## src/sv/id3u_pkg.sv

```systemverilog
// ----------------------------------------------------------------------------
// id3u_pkg
// Shared types and constants for the ID3v2 text to UTF-8 transcoder.
// ----------------------------------------------------------------------------
package id3u_pkg;

	// text encoding modes, as kept in the per-text state
	localparam logic [1:0] ENC_LATIN1  = 2'd0;
	localparam logic [1:0] ENC_UTF16LE = 2'd1;
	localparam logic [1:0] ENC_UTF16BE = 2'd2;
	localparam logic [1:0] ENC_UTF8    = 2'd3;

	// encoding byte values
	localparam logic [7:0] ENCB_LATIN1 = 8'd0;
	localparam logic [7:0] ENCB_UTF16BE = 8'd2;
	localparam logic [7:0] ENCB_UTF8   = 8'd3;

	localparam logic [11:0] CAP_RESET = 12'd256;

	localparam logic [7:0]  BOM_FF  = 8'hFF;
	localparam logic [7:0]  BOM_FE  = 8'hFE;
	localparam logic [15:0] SURR_LO = 16'hD800;
	localparam logic [15:0] SURR_HI = 16'hDFFF;
	localparam logic [15:0] CP_2B   = 16'h0080;
	localparam logic [15:0] CP_3B   = 16'h0800;

	// per-text decode state
	typedef struct packed {
		logic [1:0]  mode;
		logic        big_endian;
		logic [1:0]  pos;
		logic [7:0]  held;
		logic        have_held;
		logic        stopped;
		logic [11:0] wc;
	} state_t;

	// all results of one input word: up to three UTF-8 bytes, then terminator
	typedef struct packed {
		logic [2:0][7:0] bytes;
		logic [1:0]      nbytes;
		logic            term;
		logic [11:0]     base;
	} run_t;

endpackage

```

## src/sv/id3u_decode.sv

```systemverilog
// ----------------------------------------------------------------------------
// id3u_decode
// Decodes one payload byte against the per-text state: next state and the
// run of UTF-8 bytes plus optional terminator that the byte produces.
// ----------------------------------------------------------------------------
module id3u_decode (
	input  logic [7:0]       data_byte,
	input  logic             first_byte,
	input  logic             last_byte,
	input  logic [11:0]      capacity,
	input  id3u_pkg::state_t cur,
	output id3u_pkg::state_t nxt,
	output id3u_pkg::run_t   run
);

	logic [15:0] cp;
	logic        want;
	logic [1:0]  k;
	logic [7:0]  b0, b1, b2;
	logic [12:0] need;

	always_comb begin
		nxt  = cur;
		run  = '0;
		run.base = cur.wc;
		cp   = '0;
		want = 1'b0;
		k    = 2'd0;
		b0   = '0;
		b1   = '0;
		b2   = '0;
		need = '0;

		if (first_byte) begin
			if (data_byte == id3u_pkg::ENCB_LATIN1) begin
				nxt.mode = id3u_pkg::ENC_LATIN1;
			end else if (data_byte == id3u_pkg::ENCB_UTF8) begin
				nxt.mode = id3u_pkg::ENC_UTF8;
			end else if (data_byte == id3u_pkg::ENCB_UTF16BE) begin
				nxt.mode = id3u_pkg::ENC_UTF16BE;
			end else begin
				nxt.mode = id3u_pkg::ENC_UTF16LE;
			end
			nxt.big_endian = (nxt.mode == id3u_pkg::ENC_UTF16BE);
			nxt.pos       = 2'd0;
			nxt.held      = '0;
			nxt.have_held = 1'b0;
			nxt.stopped   = 1'b0;
			nxt.wc        = '0;
			run.base      = '0;
		end else if (!cur.stopped) begin
			if (cur.pos != 2'd3)
				nxt.pos = cur.pos + 2'd1;
			if (cur.mode == id3u_pkg::ENC_LATIN1 || cur.mode == id3u_pkg::ENC_UTF8) begin
				if (data_byte == 8'd0) begin
					nxt.stopped = 1'b1;
				end else if (cur.mode == id3u_pkg::ENC_LATIN1 && data_byte[7]) begin
					want = 1'b1;
					k    = 2'd2;
					b0   = {6'b110000, data_byte[7:6]};
					b1   = {2'b10, data_byte[5:0]};
				end else begin
					want = 1'b1;
					k    = 2'd1;
					b0   = data_byte;
				end
			end else if (!cur.have_held) begin
				nxt.held      = data_byte;
				nxt.have_held = 1'b1;
			end else begin
				nxt.have_held = 1'b0;
				if (cur.pos == 2'd1 && cur.held == id3u_pkg::BOM_FF
						&& data_byte == id3u_pkg::BOM_FE) begin
					nxt.big_endian = 1'b0;
				end else if (cur.pos == 2'd1 && cur.held == id3u_pkg::BOM_FE
						&& data_byte == id3u_pkg::BOM_FF) begin
					nxt.big_endian = 1'b1;
				end else begin
					cp = cur.big_endian ? {cur.held, data_byte} : {data_byte, cur.held};
					if (cp == 16'd0 || (cp >= id3u_pkg::SURR_LO && cp <= id3u_pkg::SURR_HI)) begin
						nxt.stopped = 1'b1;
					end else if (cp < id3u_pkg::CP_2B) begin
						want = 1'b1;
						k    = 2'd1;
						b0   = cp[7:0];
					end else if (cp < id3u_pkg::CP_3B) begin
						want = 1'b1;
						k    = 2'd2;
						b0   = {3'b110, cp[10:6]};
						b1   = {2'b10, cp[5:0]};
					end else begin
						want = 1'b1;
						k    = 2'd3;
						b0   = {4'b1110, cp[15:12]};
						b1   = {2'b10, cp[11:6]};
						b2   = {2'b10, cp[5:0]};
					end
				end
			end

			// capacity check counts the terminator slot
			if (want) begin
				need = {1'b0, cur.wc} + {11'd0, k};
				if (need >= {1'b0, capacity}) begin
					nxt.stopped = 1'b1;
				end else begin
					run.bytes  = {b2, b1, b0};
					run.nbytes = k;
					nxt.wc     = need[11:0];
				end
			end
		end

		if (last_byte) begin
			nxt.stopped   = 1'b1;
			nxt.have_held = 1'b0;
			run.term      = 1'b1;
		end
	end

endmodule

```

## src/sv/id3u_run_buf.sv

```systemverilog
// ----------------------------------------------------------------------------
// id3u_run_buf
// Holds the results of one input word and hands them out one per cycle while out_ready is high.
// ----------------------------------------------------------------------------
module id3u_run_buf (
	input  logic             clk,
	input  logic             arst_n,
	input  logic             load,
	input  id3u_pkg::run_t   run_in,
	output logic             space,
	output logic             out_valid,
	input  logic             out_ready,
	output logic [7:0]       out_byte,
	output logic             terminator,
	output logic [11:0]      out_length,
	output logic             run_last
);

	id3u_pkg::run_t run_q;
	logic           valid_q;
	logic [1:0]     idx_q;
	logic [1:0]     last_idx;
	logic           is_term;
	logic           take;

	// result count is nbytes + term, at least one when loaded
	assign last_idx = run_q.nbytes - {1'b0, ~run_q.term};
	assign is_term  = run_q.term && (idx_q == run_q.nbytes);
	assign take     = valid_q && out_ready;
	assign space    = !valid_q || (out_ready && idx_q == last_idx);

	always_ff @(posedge clk or negedge arst_n) begin
		if (!arst_n) begin
			valid_q <= 1'b0;
			idx_q   <= '0;
		end else if (load) begin
			valid_q <= 1'b1;
			idx_q   <= '0;
		end else if (take) begin
			if (idx_q == last_idx) begin
				valid_q <= 1'b0;
				idx_q   <= '0;
			end else begin
				idx_q <= idx_q + 2'd1;
			end
		end
	end

	always_ff @(posedge clk) begin
		if (load)
			run_q <= run_in;
	end

	always_comb begin
		case (idx_q)
			2'd0:    out_byte = run_q.bytes[0];
			2'd1:    out_byte = run_q.bytes[1];
			2'd2:    out_byte = run_q.bytes[2];
			default: out_byte = 8'd0;
		endcase
		if (is_term)
			out_byte = 8'd0;
	end

	assign out_valid  = valid_q;
	assign terminator = is_term;
	assign run_last   = (idx_q == last_idx);
	assign out_length = is_term ? (run_q.base + {10'd0, run_q.nbytes})
	                            : (run_q.base + {10'd0, idx_q} + 12'd1);

	a_idx_range: assert property (@(posedge clk) disable iff (!arst_n)
		valid_q |-> (idx_q <= last_idx))
		else $error("run index past last result");

	a_hold: assert property (@(posedge clk) disable iff (!arst_n)
		(valid_q && !out_ready) |=> (valid_q && $stable(idx_q)))
		else $error("run advanced while stalled");

	a_load_free: assert property (@(posedge clk) disable iff (!arst_n)
		load |-> space)
		else $error("run loaded over pending results");

	a_load_nonempty: assert property (@(posedge clk) disable iff (!arst_n)
		load |-> (run_in.term || run_in.nbytes != 2'd0))
		else $error("empty run loaded");

endmodule

```

## src/sv/id3_text_to_utf8_transcoder_unit.sv

```systemverilog
// ----------------------------------------------------------------------------
// id3_text_to_utf8_transcoder_unit
// ID3v2 text frame payload bytes in, UTF-8 bytes plus terminator out.
// ----------------------------------------------------------------------------
//
//   channel | signals                                     | dir
//   --------+---------------------------------------------+-----
//   in      | in_valid in_ready data_byte first_byte      | in
//           | last_byte                                   |
//   out     | out_valid out_ready out_byte terminator     | out
//           | out_length run_last                         |
//   cfg     | cfg_valid cfg_ready cfg_data (out_capacity) | in
//
// One input word is decoded in the cycle it is accepted; its zero to four
// results are registered in the run buffer and leave one per cycle while
// out_ready is high. A word with at most one result then sustains one word
// per cycle; a word with more results holds the input until all of them
// have left through the single output port. Input is taken again in the
// cycle the last pending result leaves. Reset clears state and capacity
// goes to 256; no clearing pass. cfg_ready is always high.
// ----------------------------------------------------------------------------
module id3_text_to_utf8_transcoder_unit (
	input  logic        clk,
	input  logic        arst_n,

	input  logic        in_valid,
	output logic        in_ready,
	input  logic [7:0]  data_byte,
	input  logic        first_byte,
	input  logic        last_byte,

	output logic        out_valid,
	input  logic        out_ready,
	output logic [7:0]  out_byte,
	output logic        terminator,
	output logic [11:0] out_length,
	output logic        run_last,

	input  logic        cfg_valid,
	output logic        cfg_ready,
	input  logic [11:0] cfg_data
);

	id3u_pkg::state_t state_q;
	id3u_pkg::state_t state_nxt;
	id3u_pkg::run_t   run;
	logic [11:0]      capacity_q;
	logic             space;
	logic             accept;
	logic             load;

	assign cfg_ready = 1'b1;
	assign in_ready  = space;
	assign accept    = in_valid && space;
	// words that produce nothing update state only
	assign load      = accept && (run.term || run.nbytes != 2'd0);

	always_ff @(posedge clk or negedge arst_n) begin
		if (!arst_n) begin
			capacity_q <= id3u_pkg::CAP_RESET;
		end else if (cfg_valid) begin
			capacity_q <= cfg_data;
		end
	end

	always_ff @(posedge clk or negedge arst_n) begin
		if (!arst_n) begin
			state_q <= '0;
		end else if (accept) begin
			state_q <= state_nxt;
		end
	end

	id3u_decode u_decode (
		.data_byte  (data_byte),
		.first_byte (first_byte),
		.last_byte  (last_byte),
		.capacity   (capacity_q),
		.cur        (state_q),
		.nxt        (state_nxt),
		.run        (run)
	);

	id3u_run_buf u_run_buf (
		.clk        (clk),
		.arst_n     (arst_n),
		.load       (load),
		.run_in     (run),
		.space      (space),
		.out_valid  (out_valid),
		.out_ready  (out_ready),
		.out_byte   (out_byte),
		.terminator (terminator),
		.out_length (out_length),
		.run_last   (run_last)
	);

	// a last word always closes the text
	a_last_stops: assert property (@(posedge clk) disable iff (!arst_n)
		(accept && last_byte) |=> (state_q.stopped && !state_q.have_held))
		else $error("text not stopped after last word");

	// written count never reaches capacity once anything was written
	a_wc_cap: assert property (@(posedge clk) disable iff (!arst_n)
		(accept && !first_byte && run.nbytes != 2'd0)
		|=> ({1'b0, state_q.wc} < {1'b0, capacity_q}))
		else $error("written count reached capacity");

	// encoding word resets the count
	a_first_clears: assert property (@(posedge clk) disable iff (!arst_n)
		(accept && first_byte) |=> (state_q.wc == 12'd0))
		else $error("count not cleared by encoding word");

endmodule

```

## config.mk

```make
export PLATFORM = sky130hd
export DESIGN_NAME = id3_text_to_utf8_transcoder_unit
export DESIGN_NICKNAME = d
export VERILOG_FILES = /design/src/sv/id3u_pkg.sv /design/src/sv/id3u_decode.sv /design/src/sv/id3u_run_buf.sv /design/src/sv/id3_text_to_utf8_transcoder_unit.sv
export SDC_FILE = /design/constraint.sdc
export NUM_CORES = 1
export LEC_CHECK = 0
export ABC_AREA = 1
export BUFFER_PORTS_ARGS = -buffer_cell sky130_fd_sc_hd__buf_2
export CAP_MARGIN = 30
export CORE_MARGIN = 5
export CORE_UTILIZATION = 45
export CTS_CLUSTER_SIZE = 8
export DETAILED_ROUTE_END_ITERATION = 6
export SLEW_MARGIN = 25
export SYNTH_ARGS = -nofsm -noshare
export SYNTH_HDL_FRONTEND = slang
export SYNTH_SLANG_ARGS = --single-unit
```

## constraint.sdc

```tcl
create_clock -name clk -period 15.6 [get_ports clk]
set_clock_uncertainty 0.15 [all_clocks]
set_input_delay 4.68 -clock clk [delete_from_list [all_inputs] [get_ports clk]]
set_output_delay 4.68 -clock clk [all_outputs]
set_load 0.005 [all_outputs]
```

After elaboration in Yosys (flattened, before gate mapping)
Cells that the tools add are included.
{"block": "totals", "romBits": 0, "ramBits": 0, "register_bits": 81, "latchBits": 0, "n_memories": 0, "input_bits": 27, "wordCells": 166}
{"block": "op_classes", "reduce_logical": 37, "div": 0, "n_eq_ne": 20, "order_cmp": 5, "add_sub_neg": 7, "bitwise": 3, "n_shift": 0, "muxes": 77, "n_mul": 0}
{"op": "2-to-1 mux 8 bit", "count": 19}
{"op": "2-to-1 mux 25 bit", "count": 2}
{"op": "2-to-1 mux 2 bit", "count": 23}
{"op": "== test 8 bit (second input constant)", "count": 4}
{"op": "2-to-1 mux 1 bit", "count": 25}
{"op": "adder 12 x 2 -> 12 bit", "count": 2}
{"op": "2-to-1 mux 12 bit", "count": 2}
{"op": "one-hot mux 8 bit (3 select lines)", "count": 1}
{"op": "== test 8 x 2 -> 1 bit (second input constant)", "count": 2}
{"op": "greater-or-equal comparator 16 bit (second input constant)", "count": 1}
{"op": "less-or-equal comparator 16 bit (second input constant)", "count": 1}
{"op": "zero test 16 bit", "count": 1}
{"op": "< comparator 16 x 12 -> 1 bit (second input constant)", "count": 1}
{"op": "< comparator 16 x 8 -> 1 bit (second input constant)", "count": 1}
{"op": "2-to-1 mux 16 bit", "count": 1}
{"op": "adder 12 x 2 -> 13 bit", "count": 1}
{"op": "greater-or-equal comparator 13 x 12 -> 1 bit", "count": 1}
{"op": "2-to-1 mux 13 bit", "count": 1}
{"op": "adder 12 x 1 -> 12 bit (second input constant)", "count": 1}
{"op": "2-to-1 mux 6 bit", "count": 2}
{"op": "nonzero test 2 bit", "count": 6}
{"op": "logical AND 1 bit", "count": 11}
{"op": "OR reduction 11 bit", "count": 1}
{"op": "inequality test 2 bit (second input constant)", "count": 5}
{"op": "other kinds (19)", "count": 34}

Depth between registers and ports, before layout
{"block": "depth", "depth_word": 22, "mapped_depth": 34, "ltp_nobuf": 32}

By module
A second synthesis with hierarchy kept.
{"block": "hier_totals", "hier_cells": 874, "area_unflattened_um2": 6194.7}
{"mod": "id3u_run_buf", "cells_each": 250, "seq_area_each_um2": 1246.2, "area_each_um2": 2333.5, "instances": 1}
{"mod": "id3u_decode", "cells_each": 452, "seq_area_each_um2": 0.0, "area_each_um2": 2263.4, "instances": 1}
{"mod": "id3_text_to_utf8_transcoder_unit", "cells_each": 172, "seq_area_each_um2": 977.2, "area_each_um2": 1597.8, "instances": 1}

Worst setup path before layout
No wires, ideal clock.
{"block": "synth_timing", "path_type": "input port to output port", "startpoint": "input port out_ready", "endpoint": "output port in_ready", "arrival_ns": 4.802, "slack_ns": 5.968, "path_buffers": 0, "required_time_ns": 10.770, "path_stages": 2, "cell_sequence": "nand2_1 -> nand2_1"}
{"block": "synth_via", "elab_chain_cells": 2}
{"element": "from (decl)", "line_no": "id3_text_to_utf8_transcoder_unit.sv:33", "text": "input logic out_ready,"}
{"element": "logical AND 1 bit", "line_no": "id3u_run_buf.sv:30", "text": "assign space = !valid_q || (out_ready && idx_q == last_idx);"}
{"element": "logical OR 1 bit", "line_no": "id3u_run_buf.sv:30"}
{"element": "to (decl)", "line_no": "id3_text_to_utf8_transcoder_unit.sv:27", "text": "output logic in_ready,"}
No other way between the ends.

Worst setup path in the final report
Ends and elaborated chain as after synthesis.

==> impl_metrics.json <==
{
  "dr.pass1.iters": 5,
  "p_int_uw": 513.2,
  "dr.first_iter.drc_count": 340,
  "setup_tns_ns": 0,
  "avgSynthCellArea_um2": 7.774,
  "hold_buffers": 0,
  "finalInstanceArea_um2": 5826,
  "hp-class": "register to register",
  "synth_area_leaders": "edfxtp_1 22%, dfrtp_1 20%, nand2_1 14%",
  "syn_area_um2": 5146,
  "post_drt_wl_per_cell_um": 13.63,
  "p_seq_share_pct": 34.6,
  "grt_pass1_vias": 4009,
  "cts.htree.levels": 3,
  "sw_frac_of_total_pct": 38.02,
  "grt.total_usage_pct": 18.18,
  "ant_nets": 0,
  "yosysTopAreaCell": "edfxtp_1",
  "wirelength_um": 11620,
  "p_clk_share_pct": 29.4,
  "area_growth_pct": 13.20,
  "switchingPower_uw": 314.7,
  "num_rows": 39,
  "grt_max_degree": 43,
  "drv_cap": 0,
  "dp_hpwl_um": 8957,
  "fmax_ghz": 0.1012,
  "antenna_found_initial": 0,
  "crit_path_max_incr_delay_ns": 0.13,
  "dieArea_um2": 13680,
  "via_count": 4287,
  "pin_count": 52,
  "via_per_inst": 5.026,
  "antennaDiodeCount": 0,
  "placeableCoreArea_um2": 11320,
  "ys_seq_area_share_pct": 42.04,
  "dieHeight_um": 116.9,
  "cts_tree": "yes",
  "period_share_pct": 63.32,
  "start_util_pct": 45.46,
  "path_clk_slew_ns": 0.06,
  "outcome": "complete, no violations",
  "reg2reg_slack_ns": 9.33,
  "grt_setup_unrepaired": "no",
  "yosysMostFrequentCell": "nand2_1",
  "dpl_cell_area_um2": 5479,
  "cp-end-kind": "output pin",
  "critPathMaxFanout": 3,
  "finalHoldViolCount": 0,
  "min_period_ns": 9.879,
  "cts.sinks": 79,
  "nets": 761,
  "async_flop_share_pct": 53.16,
  "synth_flop_cell": "dfrtp_1",
  "synth_nets": 718,
  "cp.arrival_ns": 5.05,
  "clock-root-buffer": "clkbuf_16",
  "power.density_nw_per_um2": 142.1,
  "ys_types": 43,
  "grt_pass1_wl_um": 19610,
  "numPortBuffers": 50,
  "totalPowerFinal_uw": 827.9,
  "yosysWarnings": 0,
  "netlist_instances": 662,
  "place_congestion": 0.8784,
  "overflow": 0,
  "die_x_um": 116.9,
  "cts_buffer_depth": 2,
  "cts_resized": 0,
  "required_ns": 10.77,
  "synth_edf_count": 37,
  "tightest_slew_ns": 0.9234,
  "ir_worst_vdd_v": 0.00007132,
  "setup_viol": 0,
  "max_slew_margin_pct": 38.21,
  "ys_ff_latch": 79,
  "critPathLaunchType": "input port",
  "drc": 0,
  "worstSetupPathType": "input port to output pin",
  "critPathSlowestCell": "buf_2",
  "yosys.area.top_type_share_pct": 21.59,
  "cts_made_buffers": 9,
  "slew_viol_final": 0,
  "insertion_delay_ns": 0.34,
  "combPwrFrac_pct": 35.9,
  "p_leak_nw": 2.673,
  "cp_cell_sequence": "buf_2 -> nand2_1 -> nand2_1 -> buf_2",
  "ys_top_cells_by_count": "191 x nand2_1, 85 x inv_1, 71 x nor2_1",
  "drive_above_1_share_pct": 13.38,
  "cts_post_setup_buffers_inserted": 0
}
==> layer usage <==
layer  track usage [%]  vias up  part of all wire, %
li1                  -     2233                    -
met1             27.86     1940                   53
met2             26.39      103                   41
met3             2.776       11                  4.8
met4             5.734        0                  1.4
met5                 0        -                    0
==> stage by stage <==
step                      hold WS, ns  util (%)  worst slack [ns]  cells
after global placement         0.3406     48.38             5.500    837
after detailed placement       0.3412     48.40             5.455    837
after global routing           0.3804     51.46             5.149    853
after CTS                      0.3569     51.46             5.722    853
after floorplan                0.3153         -             5.968    662
final                          0.3591     51.46             5.721    853
==> worst max-delay path, delay by kind of cell <==
family | cells | cell delay (ns)
buf+inv | 2 | 0.23
simple gates | 2 | 0.13
==> power by group through the flow <==
stage	sequential [mW]	clock (mW)	combinational [mW]
detailed placement	0.291	0	0.298
floorplan	0.279	0	0.220
global route	0.292	0.257	0.344
global placement	0.289	0	0.294
CTS	0.287	0.250	0.300
finish	0.287	0.244	0.297
==> cell families (layout without fill, tap and decap cells) <==
family / count (synthesis) / count (layout) / synth area share [%]
DFF: 79 / 79 / 42.04
AOI/OAI and AO/OA: 106 / 106 / 12.08
buffers and inverters: 107 / 155 / 8.485
muxes: 1 / 1 / 0.2188
other: 1 / 1 / 0.07287
xor gates and xnor gates: 23 / 23 / 4.060
and+or+nand+nor: 316 / 316 / 25.55
adders and majority gates: 29 / 29 / 7.488
==> placed cells by master (no fill, tap or decap), types with 7 or more instances in the layout <==
cell	netlist	layout
ha_1	26	26
a21oi_1	28	28
a31oi_1	7	7
xor2_1	18	18
nand4_1	9	9
nand2_1	191	191
o21ai_1	8	8
o21ai_2	10	10
nor2_1	71	71
buf_2	7	49
nand3_1	26	26
o21ai_0	37	37
clkbuf_16	0	9
dfrtp_1	41	41
inv_1	85	85
edfxtp_1	37	37
o211ai_1	9	9
==> flip-flops by register name (all words and copies together) (netlist names) <==
| signal | flops |
|---|---|
| capacity_q | 12 |
| state_q | 27 |
| u_run_buf.idx_q | 2 |
| u_run_buf.out_valid | 1 |
| u_run_buf.run_q | 37 |
==> final timing paths <==
kind,end,start,depth (start not counted)
setup / recovery,in_ready,out_ready,4
hold / removal,state_q[10],state_q[10],2
setup reg to reg,u_run_buf.run_q[8],state_q[24],31
max in group asynchronous,capacity_q[0],arst_n,1
hold reg to reg,state_q[10],state_q[10],2
min in group asynchronous,u_run_buf.idx_q[1],arst_n,1
==> layout make-up <==
class | instances | area [um^2]
inverters | 88 | 330.3
flip-flops and latches | 79 | 2163
clock inverters | 7 | 121.4
repair buffers | 51 | 260.3
clock buffers | 9 | 225.2
multi-input cells | 476 | 2546
fillers | 1093 | 5495
well taps | 143 | 178.9
No activity file was read; power rests on OpenSTA's default activity.
